## config.mk

```make
export PLATFORM = sky130hd
export DESIGN_NAME = nmea_rmc_sentence_parser_unit
export DESIGN_NICKNAME = d
export VERILOG_FILES = /design/src/rtl/core/nrmc_pkg.sv /design/src/rtl/core/nmea_rmc_sentence_parser_unit.sv /design/src/rtl/core/nrmc_line_parser.sv /design/src/rtl/core/nrmc_fix_record.sv
export SDC_FILE = /design/constraint.sdc
export NUM_CORES = 2
export LEC_CHECK = 0
export BUFFER_PORTS_ARGS = -buffer_cell sky130_fd_sc_hd__buf_2
export CAP_MARGIN = 20
export CORE_MARGIN = 2
export CORE_UTILIZATION = 45
export CTS_CLUSTER_DIAMETER = 120
export DETAILED_ROUTE_END_ITERATION = 12
export GPL_TIMING_DRIVEN = 0
export PLACE_DENSITY = 0.69
export SLEW_MARGIN = 20
export SYNTH_ARGS = -nofsm -noshare
export SYNTH_HDL_FRONTEND = slang
export SYNTH_SLANG_ARGS = --single-unit
```

## constraint.sdc

```tcl
create_clock -name clock -period 19.7 [get_ports clock]
set_input_delay 0.985 -clock clock [delete_from_list [all_inputs] [get_ports clock]]
set_output_delay 0.985 -clock clock [all_outputs]
set_load 0.01 [all_outputs]
```

## src/rtl/core/nrmc_pkg.sv

```systemverilog
// Shared types, character codes and field numbers of the RMC sentence parser.
package nrmc_pkg;

   // Character codes.
   localparam logic [7:0] CHAR_LF     = 8'h0A;
   localparam logic [7:0] CHAR_DOLLAR = 8'h24;
   localparam logic [7:0] CHAR_STAR   = 8'h2A;
   localparam logic [7:0] CHAR_COMMA  = 8'h2C;
   localparam logic [7:0] CHAR_DOT    = 8'h2E;
   localparam logic [7:0] CHAR_ZERO   = 8'h30;
   localparam logic [7:0] CHAR_NINE   = 8'h39;
   localparam logic [7:0] CHAR_A      = 8'h41;
   localparam logic [7:0] CHAR_C      = 8'h43;
   localparam logic [7:0] CHAR_E      = 8'h45;
   localparam logic [7:0] CHAR_N      = 8'h4E;
   localparam logic [7:0] CHAR_S      = 8'h53;
   localparam logic [7:0] CHAR_V      = 8'h56;
   localparam logic [7:0] CHAR_W      = 8'h57;

   // "GPRM": the four bytes that must precede the final 'C' of the tag.
   localparam logic [31:0] TAG_HEAD = 32'h4750_524D;

   // Field numbers, counted by commas.
   localparam logic [3:0] FIELD_TIME     = 4'd1;
   localparam logic [3:0] FIELD_STATUS   = 4'd2;
   localparam logic [3:0] FIELD_LAT      = 4'd3;
   localparam logic [3:0] FIELD_LAT_HEMI = 4'd4;
   localparam logic [3:0] FIELD_LON      = 4'd5;
   localparam logic [3:0] FIELD_LON_HEMI = 4'd6;
   localparam logic [3:0] FIELD_DATE     = 4'd9;
   localparam logic [3:0] FIELD_MAX      = 4'd15;

   // Position inside a numeric field.
   localparam logic [3:0] PHASE_INT      = 4'd0;
   localparam logic [3:0] PHASE_FRAC0    = 4'd1;
   localparam logic [3:0] PHASE_FRAC_MAX = 4'd7;
   localparam logic [3:0] PHASE_DONE     = 4'd15;

   localparam logic [2:0]  COUNT_MIN = 3'd4;
   localparam logic [19:0] DEC_MAX   = 20'd999999;
   localparam logic [30:0] COORD_MAX = 31'h7FFF_FFFF;

   typedef struct packed {
      logic       fire;
      logic [7:0] rx_data;
   } byte_step_type;

   typedef struct packed {
      logic               fix;
      logic [19:0]        time_int;
      logic [9:0]         millis;
      logic signed [31:0] lat;
      logic signed [31:0] lon;
      logic [19:0]        date;
   } fix_record_type;

   typedef struct packed {
      logic           ok;
      fix_record_type rec;
   } line_summary_type;

   typedef struct packed {
      logic fix;
      logic lat_neg;
      logic lat_zero;
      logic lon_neg;
      logic lon_zero;
   } line_flags_type;

   function automatic logic [19:0] pow_ten(input int n);
      logic [19:0] r;
      case (n)
         0:       r = 20'd1;
         1:       r = 20'd10;
         2:       r = 20'd100;
         3:       r = 20'd1000;
         4:       r = 20'd10000;
         5:       r = 20'd100000;
         default: r = 20'd1000000;
      endcase
      return r;
   endfunction

endpackage

```

## src/rtl/core/nmea_rmc_sentence_parser_unit.sv

```systemverilog
// Top level of the NMEA RMC sentence parser.
//
// The block takes one received character per transfer on the req_ channel and returns one
// result per line on the rsp_ channel. A '$' is dropped, a newline ends the line, and every
// other byte joins it. At the newline the line is accepted as an RMC sentence when the byte
// four before the end is '*', the text GPRMC occurs in it, at least nine commas were seen,
// and the status and hemisphere fields are well formed. An accepted line replaces the
// stored fix record; every newline yields one result that carries the accept flag and the
// record as it stands after that line.
//
// A byte is registered in the input register and parsed from there; a newline's result is
// registered in the output register before it shows on the rsp_ ports. Throughput is one
// byte per cycle, while no newline waits in the input register for a stalled result.
//
// Reset clears the line state and the stored record to zero and empties both registers.
// When the receiver stalls, a finished result waits in the output register while ordinary
// bytes keep flowing; only a second newline waits in the input register until the pending
// result has been taken, and req_ready drops behind it.
module nmea_rmc_sentence_parser_unit
   import nrmc_pkg::*;
#(
   parameter int COORD_FRAC_DIGITS = 4,
   parameter int TIME_FRAC_DIGITS  = 3
) (
   input  logic               clock,
   input  logic               reset,
   input  logic               req_valid,
   output logic               req_ready,
   input  logic [7:0]         req_rx_byte,
   output logic               rsp_valid,
   input  logic               rsp_ready,
   output logic               rsp_sentence_ok,
   output logic               rsp_fix_valid,
   output logic [19:0]        rsp_time_hhmmss,
   output logic [9:0]         rsp_time_millis,
   output logic signed [31:0] rsp_latitude_e4,
   output logic signed [31:0] rsp_longitude_e4,
   output logic [19:0]        rsp_date_ddmmyy
);

   // Input register.
   logic       in_valid_ff, in_valid_in;
   logic [7:0] in_byte_ff, in_byte_in;

   logic             out_free;
   logic             step_fire;
   logic             line_end;
   byte_step_type    step;
   line_summary_type summary;
   fix_record_type   rsp_rec;

   // A newline may only leave the input register when the result register can take it.
   assign out_free  = !rsp_valid || rsp_ready;
   assign step_fire = in_valid_ff && ((in_byte_ff != CHAR_LF) || out_free);
   assign line_end  = step_fire && (in_byte_ff == CHAR_LF);
   assign req_ready = !in_valid_ff || step_fire;

   assign step.fire    = step_fire;
   assign step.rx_data = in_byte_ff;

   always_comb begin
      in_valid_in = in_valid_ff && !step_fire;
      in_byte_in  = in_byte_ff;
      if (req_valid && req_ready) begin
         in_valid_in = 1'b1;
         in_byte_in  = req_rx_byte;
      end
   end

   always_ff @(posedge clock) begin
      if (reset)
         in_valid_ff <= 1'b0;
      else
         in_valid_ff <= in_valid_in;
   end

   always_ff @(posedge clock) begin
      in_byte_ff <= in_byte_in;
   end

   nrmc_line_parser #(
      .COORD_FRAC_DIGITS(COORD_FRAC_DIGITS),
      .TIME_FRAC_DIGITS (TIME_FRAC_DIGITS)
   ) u_parser (
      .clock  (clock),
      .reset  (reset),
      .step   (step),
      .summary(summary)
   );

   nrmc_fix_record u_record (
      .clock          (clock),
      .reset          (reset),
      .line_end       (line_end),
      .summary        (summary),
      .rsp_ready      (rsp_ready),
      .rsp_valid      (rsp_valid),
      .rsp_sentence_ok(rsp_sentence_ok),
      .rsp_rec        (rsp_rec)
   );

   assign rsp_fix_valid    = rsp_rec.fix;
   assign rsp_time_hhmmss  = rsp_rec.time_int;
   assign rsp_time_millis  = rsp_rec.millis;
   assign rsp_latitude_e4  = rsp_rec.lat;
   assign rsp_longitude_e4 = rsp_rec.lon;
   assign rsp_date_ddmmyy  = rsp_rec.date;

endmodule

```

## src/rtl/core/nrmc_line_parser.sv

```systemverilog
// Per-line field parser: tracks the line, accumulates numbers and summarizes at line end.
module nrmc_line_parser
   import nrmc_pkg::*;
#(
   parameter int COORD_FRAC_DIGITS = 4,
   parameter int TIME_FRAC_DIGITS  = 3
) (
   input  logic             clock,
   input  logic             reset,
   input  byte_step_type    step,
   output line_summary_type summary
);

   localparam logic [19:0] COORD_INT_WEIGHT = pow_ten(COORD_FRAC_DIGITS);

   logic [2:0]     line_count_ff, line_count_in;
   logic [31:0]    tail_ff, tail_in;
   logic           tag_ff, tag_in;
   logic [3:0]     field_ff, field_in;
   logic           bad_ff, bad_in;
   logic [3:0]     phase_ff, phase_in;
   logic [19:0]    time_int_ff, time_int_in;
   logic [9:0]     millis_ff, millis_in;
   logic [30:0]    lat_ff, lat_in;
   logic [30:0]    lon_ff, lon_in;
   logic [19:0]    date_ff, date_in;
   line_flags_type flags_ff, flags_in;

   logic [7:0]  c;
   logic        is_digit;
   logic [3:0]  dval;
   logic [3:0]  frac_next;
   logic [23:0] time_sum;
   logic [23:0] date_sum;

   // Weight of a coordinate fraction digit at the given phase; zero past the kept digits.
   function automatic logic [19:0] coord_weight(input logic [3:0] phase);
      int k;
      logic [19:0] w;
      k = int'(phase) - 1;
      w = 20'd0;
      if (k < COORD_FRAC_DIGITS && k < 6)
         w = pow_ten(COORD_FRAC_DIGITS - 1 - k);
      return w;
   endfunction

   function automatic logic [9:0] time_weight(input logic [3:0] phase);
      int k;
      logic [9:0] w;
      k = int'(phase) - 1;
      w = 10'd0;
      if (k < TIME_FRAC_DIGITS && k < 3)
         w = 10'(pow_ten(2 - k));
      return w;
   endfunction

   function automatic logic [30:0] coord_next(input logic [30:0] acc, input logic [3:0] d,
                                              input logic [3:0] phase);
      logic [35:0] sum;
      if (phase == PHASE_INT)
         sum = 36'({acc, 3'b000}) + 36'({acc, 1'b0}) + 36'(d) * 36'(COORD_INT_WEIGHT);
      else
         sum = 36'(acc) + 36'(d) * 36'(coord_weight(phase));
      return (sum > 36'(COORD_MAX)) ? COORD_MAX : sum[30:0];
   endfunction

   assign c         = step.rx_data;
   assign is_digit  = (c >= CHAR_ZERO) && (c <= CHAR_NINE);
   assign dval      = 4'(c - CHAR_ZERO);
   assign frac_next = (phase_ff < PHASE_FRAC_MAX) ? phase_ff + 4'd1 : phase_ff;
   assign time_sum  = 24'({time_int_ff, 3'b000}) + 24'({time_int_ff, 1'b0}) + 24'(dval);
   assign date_sum  = 24'({date_ff, 3'b000}) + 24'({date_ff, 1'b0}) + 24'(dval);

   always_comb begin
      line_count_in = line_count_ff;
      tail_in       = tail_ff;
      tag_in        = tag_ff;
      field_in      = field_ff;
      bad_in        = bad_ff;
      phase_in      = phase_ff;
      time_int_in   = time_int_ff;
      millis_in     = millis_ff;
      lat_in        = lat_ff;
      lon_in        = lon_ff;
      date_in       = date_ff;
      flags_in      = flags_ff;

      if (step.fire && c != CHAR_DOLLAR) begin
         if (c == CHAR_LF) begin
            line_count_in = '0;
            tail_in       = '0;
            tag_in        = 1'b0;
            field_in      = '0;
            bad_in        = 1'b0;
            phase_in      = PHASE_INT;
            time_int_in   = '0;
            millis_in     = '0;
            lat_in        = '0;
            lon_in        = '0;
            date_in       = '0;
            flags_in      = '0;
         end else begin
            if (c == CHAR_C && tail_ff == TAG_HEAD)
               tag_in = 1'b1;
            tail_in = {tail_ff[23:0], c};
            if (line_count_ff < COUNT_MIN)
               line_count_in = line_count_ff + 3'd1;

            if (c == CHAR_COMMA) begin
               // An empty field closes here with its phase still at zero.
               if (phase_ff == PHASE_INT) begin
                  case (field_ff)
                     FIELD_STATUS:   bad_in            = 1'b1;
                     FIELD_LAT_HEMI: flags_in.lat_zero = 1'b1;
                     FIELD_LON_HEMI: flags_in.lon_zero = 1'b1;
                     default: ;
                  endcase
               end
               if (field_ff < FIELD_MAX)
                  field_in = field_ff + 4'd1;
               phase_in = PHASE_INT;
            end else begin
               case (field_ff)
                  FIELD_TIME: begin
                     if (phase_ff != PHASE_DONE) begin
                        if (is_digit) begin
                           if (phase_ff == PHASE_INT) begin
                              time_int_in = (time_sum > 24'(DEC_MAX)) ? DEC_MAX
                                                                     : time_sum[19:0];
                           end else begin
                              millis_in = millis_ff + 10'(dval) * time_weight(phase_ff);
                              phase_in  = frac_next;
                           end
                        end else if (c == CHAR_DOT && phase_ff == PHASE_INT) begin
                           phase_in = PHASE_FRAC0;
                        end else begin
                           phase_in = PHASE_DONE;
                        end
                     end
                  end
                  FIELD_STATUS: begin
                     if (phase_ff == PHASE_INT) begin
                        if (c == CHAR_A)
                           flags_in.fix = 1'b1;
                        else if (c != CHAR_V)
                           bad_in = 1'b1;
                        phase_in = PHASE_FRAC0;
                     end
                  end
                  FIELD_LAT, FIELD_LON: begin
                     if (phase_ff != PHASE_DONE) begin
                        if (is_digit) begin
                           if (field_ff == FIELD_LAT)
                              lat_in = coord_next(lat_ff, dval, phase_ff);
                           else
                              lon_in = coord_next(lon_ff, dval, phase_ff);
                           if (phase_ff != PHASE_INT)
                              phase_in = frac_next;
                        end else if (c == CHAR_DOT && phase_ff == PHASE_INT) begin
                           phase_in = PHASE_FRAC0;
                        end else begin
                           phase_in = PHASE_DONE;
                        end
                     end
                  end
                  FIELD_LAT_HEMI: begin
                     if (phase_ff == PHASE_INT) begin
                        if (c == CHAR_S)
                           flags_in.lat_neg = 1'b1;
                        else if (c != CHAR_N)
                           bad_in = 1'b1;
                        phase_in = PHASE_FRAC0;
                     end
                  end
                  FIELD_LON_HEMI: begin
                     if (phase_ff == PHASE_INT) begin
                        if (c == CHAR_W)
                           flags_in.lon_neg = 1'b1;
                        else if (c != CHAR_E)
                           bad_in = 1'b1;
                        phase_in = PHASE_FRAC0;
                     end
                  end
                  FIELD_DATE: begin
                     // The date has no fraction: a dot ends the number.
                     if (phase_ff != PHASE_DONE) begin
                        if (is_digit)
                           date_in = (date_sum > 24'(DEC_MAX)) ? DEC_MAX : date_sum[19:0];
                        else
                           phase_in = PHASE_DONE;
                     end
                  end
                  default: ;
               endcase
            end
         end
      end
   end

   always_ff @(posedge clock) begin
      if (reset) begin
         line_count_ff <= '0;
         tail_ff       <= '0;
         tag_ff        <= 1'b0;
         field_ff      <= '0;
         bad_ff        <= 1'b0;
         phase_ff      <= PHASE_INT;
         time_int_ff   <= '0;
         millis_ff     <= '0;
         lat_ff        <= '0;
         lon_ff        <= '0;
         date_ff       <= '0;
         flags_ff      <= '0;
      end else begin
         line_count_ff <= line_count_in;
         tail_ff       <= tail_in;
         tag_ff        <= tag_in;
         field_ff      <= field_in;
         bad_ff        <= bad_in;
         phase_ff      <= phase_in;
         time_int_ff   <= time_int_in;
         millis_ff     <= millis_in;
         lat_ff        <= lat_in;
         lon_ff        <= lon_in;
         date_ff       <= date_in;
         flags_ff      <= flags_in;
      end
   end

   always_comb begin
      summary.ok = (line_count_ff >= COUNT_MIN) && (tail_ff[31:24] == CHAR_STAR) && tag_ff &&
                   (field_ff >= FIELD_DATE) && !bad_ff;
      summary.rec.fix      = flags_ff.fix;
      summary.rec.time_int = time_int_ff;
      summary.rec.millis   = millis_ff;
      summary.rec.date     = date_ff;
      if (flags_ff.lat_zero)
         summary.rec.lat = '0;
      else if (flags_ff.lat_neg)
         summary.rec.lat = -$signed(32'(lat_ff));
      else
         summary.rec.lat = $signed(32'(lat_ff));
      if (flags_ff.lon_zero)
         summary.rec.lon = '0;
      else if (flags_ff.lon_neg)
         summary.rec.lon = -$signed(32'(lon_ff));
      else
         summary.rec.lon = $signed(32'(lon_ff));
   end

endmodule

```

## src/rtl/core/nrmc_fix_record.sv

```systemverilog
// Stored fix record and the registered result channel.
module nrmc_fix_record
   import nrmc_pkg::*;
(
   input  logic               clock,
   input  logic               reset,
   input  logic               line_end,
   input  line_summary_type   summary,
   input  logic               rsp_ready,
   output logic               rsp_valid,
   output logic               rsp_sentence_ok,
   output fix_record_type     rsp_rec
);

   fix_record_type record_ff, record_in;
   fix_record_type rsp_rec_ff, rsp_rec_in;
   logic           rsp_ok_ff, rsp_ok_in;
   logic           rsp_valid_ff, rsp_valid_in;
   fix_record_type rec_next;

   assign rec_next = summary.ok ? summary.rec : record_ff;

   always_comb begin
      record_in    = record_ff;
      rsp_rec_in   = rsp_rec_ff;
      rsp_ok_in    = rsp_ok_ff;
      rsp_valid_in = rsp_valid_ff && !rsp_ready;
      if (line_end) begin
         record_in    = rec_next;
         rsp_rec_in   = rec_next;
         rsp_ok_in    = summary.ok;
         rsp_valid_in = 1'b1;
      end
   end

   always_ff @(posedge clock) begin
      if (reset) begin
         record_ff    <= '0;
         rsp_valid_ff <= 1'b0;
      end else begin
         record_ff    <= record_in;
         rsp_valid_ff <= rsp_valid_in;
      end
   end

   always_ff @(posedge clock) begin
      rsp_rec_ff <= rsp_rec_in;
      rsp_ok_ff  <= rsp_ok_in;
   end

   assign rsp_valid       = rsp_valid_ff;
   assign rsp_sentence_ok = rsp_ok_ff;
   assign rsp_rec         = rsp_rec_ff;

endmodule

```

== Word level (Yosys, flattened, before mapping) ==
Index checks and enable logic that the tools add are counted.
Operators by class
  magnitude comparators: 14
  reductions and logical operators: 62
  equality and inequality tests: 53
  multipliers: 4
  $add $sub $neg: 20
  mux-type cells: 136
Operator list (count)
  $mux W20: 29
  $mux W36: 16
  $mux W31: 14
  $mux W32: 5
  $mux W10: 14
  $eq A32 B2 Y1 const B: 4
  $eq A32 B3 Y1 const B: 4
  $pmux W20 S6: 1
  $mux W115: 1
  $add A36 B18 Y36: 2
  $gt A36 B31 Y1 const B: 2
  $add A34 B32 Y35: 2
  $add A31 B24 Y32: 2
  $eq A32 B1 Y1 const B: 2
  $logic_not A32 Y1: 2
  $lt A32 B4 Y1 const B: 2
  $mux W4: 16
  $neg A31 Y32: 2
  $sub A3 B32 Y32 const A: 2
  $pmux W10 S6: 1
  $add A23 B21 Y24: 2
  $add A24 B4 Y24: 2
  $gt A24 B20 Y1 const B: 2
  $mul A4 B20 Y24: 2
  56 further kinds: 158
Storage, ports and cells
  register bits: 403
  output and inout port bits: 118
  logic and storage cells: 321

== Depth between registers and ports, before layout ==
  depth after elaboration: 31
  depth in mapped cells: 36

== Hierarchy ==
Synthesis repeated with hierarchy kept, for this count alone.
Second synthesis, totals
  cells, all modules: 3657
  area, all modules: 32570.0 µm²
Modules (own cells, without submodules)
  nrmc_line_parser: cells each 2864, times used 1, seq. area each 3243.1 µm², area each 22201.3 µm²
  nrmc_fix_record: cells each 772, times used 1, seq. area each 5805.6 µm², area each 9993.3 µm²
  nmea_rmc_sentence_parser_unit: cells each 21, times used 1, seq. area each 260.2 µm², area each 375.4 µm²

== Worst setup path before layout ==
Ideal clock, no wire load.
  path type: reg-to-reg
  from: register u_parser.phase_ff[0]
  to: register u_parser.lat_ff[23]
  stages on the path, launching flop included: 32
  buffers on the path: 5
  arrival time: 8.075 ns
  setup slack: 11.499 ns
  period minus slack after synthesis: 8.201 ns
  required time: 19.574 ns
  cells stage by stage: dfxtp_1 clkbuf_1 inv_1 ha_1 clkbuf_1 nand2b_1 nor2_1 clkinv_1 buf_2 clkbuf_1 ha_1 nand2_1 nor3_1 and3_1 o21a_1 nor4_1 fa_1 inv_1 fa_1 fa_1 inv_1 ha_1 nand4_1 nor2_1 a2111oi_0 o41ai_1 and3_1 a21oi_1 o211ai_1 a21oi_4 buf_6 a31oi_2
Between the ends
  word-level cells in the longest chain between the ends: 31
  elaborated cells on any way between the ends: 43
RTL lines
  from (decl): RTL line nrmc_line_parser.sv:21  | logic [3:0] phase_ff, phase_in;
  from (signal assigned): RTL line nrmc_line_parser.sv:220  | phase_ff <= phase_in;
  $sub A4 B1 Y5: RTL line nrmc_line_parser.sv:40  | k = int'(phase) - 1;
  $sub A3 B32 Y32: RTL line nrmc_line_parser.sv:43  | w = pow_ten(COORD_FRAC_DIGITS - 1 - k);
  $eq A32 B3 Y1 (tied with other cells): RTL line nrmc_pkg.sv:72  | case (n)
  $pmux W20 S6: RTL line nrmc_pkg.sv:72
  $mux W20: RTL line nrmc_line_parser.sv:42  | if (k < COORD_FRAC_DIGITS && k < 6)
  $mux W20: RTL line nrmc_line_parser.sv:60  | if (phase == PHASE_INT)
  $mux W20: RTL line nrmc_line_parser.sv:153  | if (field_ff == FIELD_LAT)
  $mux W20: RTL line nrmc_line_parser.sv:152  | if (is_digit) begin
  [... 15 more ...]
  $gt A36 B31 Y1: RTL line nrmc_line_parser.sv:64  | return (sum > 36'(COORD_MAX)) ? COORD_MAX : sum[30:0];
  $mux W31: RTL line nrmc_line_parser.sv:64
  $mux W31: RTL line nrmc_line_parser.sv:153
  $mux W31: RTL line nrmc_line_parser.sv:152
  $mux W31: RTL line nrmc_line_parser.sv:151  | if (phase_ff != PHASE_DONE) begin
  $mux W31: RTL line nrmc_line_parser.sv:123  | case (field_ff)
  $mux W31: RTL line nrmc_line_parser.sv:109  | if (c == CHAR_COMMA) begin
  $mux W31: RTL line nrmc_line_parser.sv:89  | if (c == CHAR_LF) begin
  to (signal assigned): RTL line nrmc_line_parser.sv:223  | lat_ff <= lat_in;
  to (decl): RTL line nrmc_line_parser.sv:24  | logic [30:0] lat_ff, lat_in;
Parallel ways exist; a longest one is shown, timed or not. The select of a mux whose other input is x is not followed.
A chain may end at the register's enable or synchronous reset.

== Final worst setup path ==
  from: register u_parser.phase_ff[0]
  to: register u_parser.lat_ff[2]
Same word-level chain as after synthesis.

==> impl_results.md <==
* Fin Setup TNS at 0 ns
* Htree depth at 2
* Worst slew pin tran at roughly 1.1 ns
* Crit path buf inv count at 9
* Tot Pwr at ~2.1 mW
* Global-route wire length before repair at 153000 um
* Die Ht at roughly 270 um
* Total GRT Usage at a little over a quarter
* Largest net degree at the start of global routing at 57
* Setup Buffers After CTS at 0
* DR iter-0 viols at about 2900
* Slowest stage delay, CP at around 0.96 ns
* Worst setup SP type: flop
* Setup violators final at 0
* Starting Density at 45.7%
* F_max at between 80 and 90 MHz
* Worst Setup End Kind: flop
* Avg Cell Area, Syn at 8.14 um^2
* Final period utilization at 59.9%
* Fin cells at ~5100
* Per-cell routed wire length at 19.2 um
* Row cnt at between 90 and 100
* Die area at 73500 um^2
* Cell family with most CP delay: simple AND/OR/NAND/NOR gates
* DR vias/cell at 5.75
* Clock sink count at roughly 400
* Total gr overflow at 0
* PortBufs at between 100 and 150
* Sequential share of the synthesized area at a little under 30%
* Synth async-reset ratio at 0%
* Fillers at between 6000 and 7000
* Number of global-route vias before repair at ~28000
* Reg clk slew, reported paths at 0.06 ns
* Synth unique cells at 95
* Max IR drop VDD at approximately 52 uV
* Area of the core at about 70000 um^2
* Static leakage at roughly 16 nW
* Clk root buf: clkbuf_16
* Via Count at approximately 29000
* Synth Cell Area at between 30000 and 40000 um^2
* EDFF count, synth at 124
* Final antenna-violating net count at 0
* Synth Warn # at 0
* Mapped Nets at between 4000 and 5000
* # DRC at 0
* Gate count of the mapped netlist at between 3000 and 4000
* Placed Cells at 5020
* Critical path class: flop to flop
* Worst-path maximum fanout at 17
* Area growth from synthesis to layout at 10.7%
* PwrDens at ~59 nW/um^2
* Status: finished clean
* HP Class: flop to flop
* Fin crit period at roughly 12 ns
* Multi-input logic area at approximately 21000 um^2
* Initial antenna violation count at 0
* DPL Wire Length at 76600 um
* Share of layout cells above drive strength 1 at under 10%
* WP data arrival at roughly 12 ns
* Relative slew slack at about 24%
* Top FF cell, synth: dfxtp_1
* Cts hold-fix bufs at 0
* FF/Latch Area at 9310 um^2
* Antenna diodes at 0
* CTS Buffer Depth at 3
* Crit path required time at around 20 ns
* I/O pins at 130
* First-pass detailed-route iteration total at 6
* CTS tree: yes
* Max_cap viols at 0
* Final hold viol count at 0
* Worst path slowest cell: a2111oi_1
* Final net count at between 4000 and 5000
* Die W at approximately 270 um
* Final Wtd Congestion at between 0.9 and 1
* CTS Buf Count at 44
* Fin. max-slew vios at 0
* Post-CTS Resized at 0
* Routed wire length at 97900 um
* Seq cells post-synth at 403
* Clk_lat worst skew at roughly 0.60 ns
* Setup Skew at 0.0238 ns
* RSZ-0062 raised after global routing: false
[synthesized netlist by cell type, types with 15 or more instances]
master / n / share of area, %
nand3_1: 107 / 1.7
or3_1: 21 / 0.41
and3_1: 31 / 0.60
a211oi_1: 44 / 1.0
a21oi_2: 28 / 0.76
edfxtp_1: 124 / 12
dfxtp_1: 279 / 17
xnor2_1: 161 / 4.4
o31ai_1: 27 / 0.63
a21oi_1: 342 / 5.3
ha_1: 289 / 11
nand2b_1: 36 / 0.70
o21a_1: 36 / 0.84
nor2_1: 207 / 2.4
fa_1: 103 / 6.4
clkbuf_1: 172 / 2.0
inv_1: 260 / 3.0
o211ai_1: 35 / 0.82
o21ai_0: 226 / 3.5
nand4_1: 30 / 0.58
nor4_1: 28 / 0.55
and2_1: 25 / 0.49
nor2b_1: 36 / 0.70
or2_2: 15 / 0.29
nor3_1: 104 / 1.6
a21o_1: 126 / 2.9
a31oi_1: 41 / 0.80
o21bai_1: 29 / 0.68
xor2_1: 75 / 2.0
nand2_1: 663 / 7.8
[sequential cells by signal, summed over array words and instances (netlist names), 3 cells and up]
register                count
u_parser.millis_ff         10
u_parser.lat_ff            31
u_record.record_ff        115
u_record.rsp_rec          115
u_parser.date_ff           20
u_parser.line_count_ff      3
u_parser.lon_ff            31
u_parser.flags_ff           4
u_parser.tail_ff           32
u_parser.field_ff           4
u_parser.time_int_ff       20
u_parser.phase_ff           4
in_byte_ff                  8
[power breakdown]
part	leakage, nW	switching [mW]	internal (mW)
logic	11.8	0.237	0.142
registers	3.61	0.00811	0.854
clock network	0.719	0.355	0.517
[layout make-up]
class | instances | area share, %
multi-input cells | 3083 | 59.2
well taps | 940 | 3.31
flip-flops and latches | 403 | 26.2
clock buffers | 57 | 3.32
clock inverters | 25 | 0.888
inverters | 265 | 2.80
plain buffers | 194 | 2.24
repair buffers | 135 | 2.01
[final timing paths]
kind,slack [ns],startpoint,endpoint,cells after the start
worst max-delay path,7.89,u_parser.phase_ff[0],u_parser.lat_ff[2],33
worst min-delay path,0.45,u_parser.tail_ff[28],u_parser.tail_ff[28],2
worst max register to register,7.89,u_parser.phase_ff[0],u_parser.lat_ff[2],33
worst min register to register,0.45,u_parser.tail_ff[28],u_parser.tail_ff[28],2
[tightest hold or removal path, delay by kind of cell, from the launching register on]
family | cells | cell delay (ns)
and+or+nand+nor | 1 | 0.05
DFF | 1 | 0.31
AOI/OAI and AO/OA | 1 | 0.05
[stage by stage]
| stage | setup WS [ns] | utilization (%) | cell area (um^2) | hold WS [ns] |
|---|---|---|---|---|
| final | 7.89 | 50.6 | 35500 | 0.449 |
| after global routing | 7.48 | 50.6 | 35500 | 0.469 |
| after CTS | 8.30 | 50.6 | 35500 | 0.449 |
| after detailed placement | 8.39 | 48.4 | 34000 | 0.444 |
| after global placement | 8.03 | 48.3 | 33900 | 0.440 |
| after floorplan | 11.50 | - | 32100 | 0.427 |
[cells by family after synthesis]
family          Yosys count  share of synthesized area, %
xor+xnor                236                          6.44
fa+ha+maj               392                          17.7
buf+inv                 459                          5.56
mux                       9                         0.285
flops                   403                          29.0
simple gates           1370                          19.6
compound gates         1076                          21.4
[metal layers]
| layer | track usage [%] | up-vias | wire length [um] |
|---|---|---|---|
| met2 | 42.7 | 1011 | 44900 |
| met5 | 0.263 | - | 0 |
| met4 | 13.0 | 0 | 5210 |
| li1 | - | 14232 | - |
| met1 | 33.6 | 13884 | 41800 |
| met3 | 3.59 | 193 | 6050 |
[cells in the final DEF (no fill, tap or decap), types with 31 or more instances in the layout]
master,Yosys,layout
o21ai_0,226,226
and3_1,31,31
clkbuf_16,0,45
nand2b_1,36,36
nand3_1,107,107
nor2b_1,36,36
a211oi_1,44,44
inv_1,260,260
buf_2,7,139
dfxtp_1,279,279
ha_1,289,289
fa_1,103,103
o211ai_1,35,35
a21o_1,126,126
edfxtp_1,124,124
xor2_1,75,75
a31oi_1,41,41
nor3_1,104,103
o21a_1,36,36
a21oi_1,342,342
xnor2_1,161,161
nor2_1,207,207
clkbuf_1,172,181
nand2_1,663,663
(Power assumes the default switching activity.)
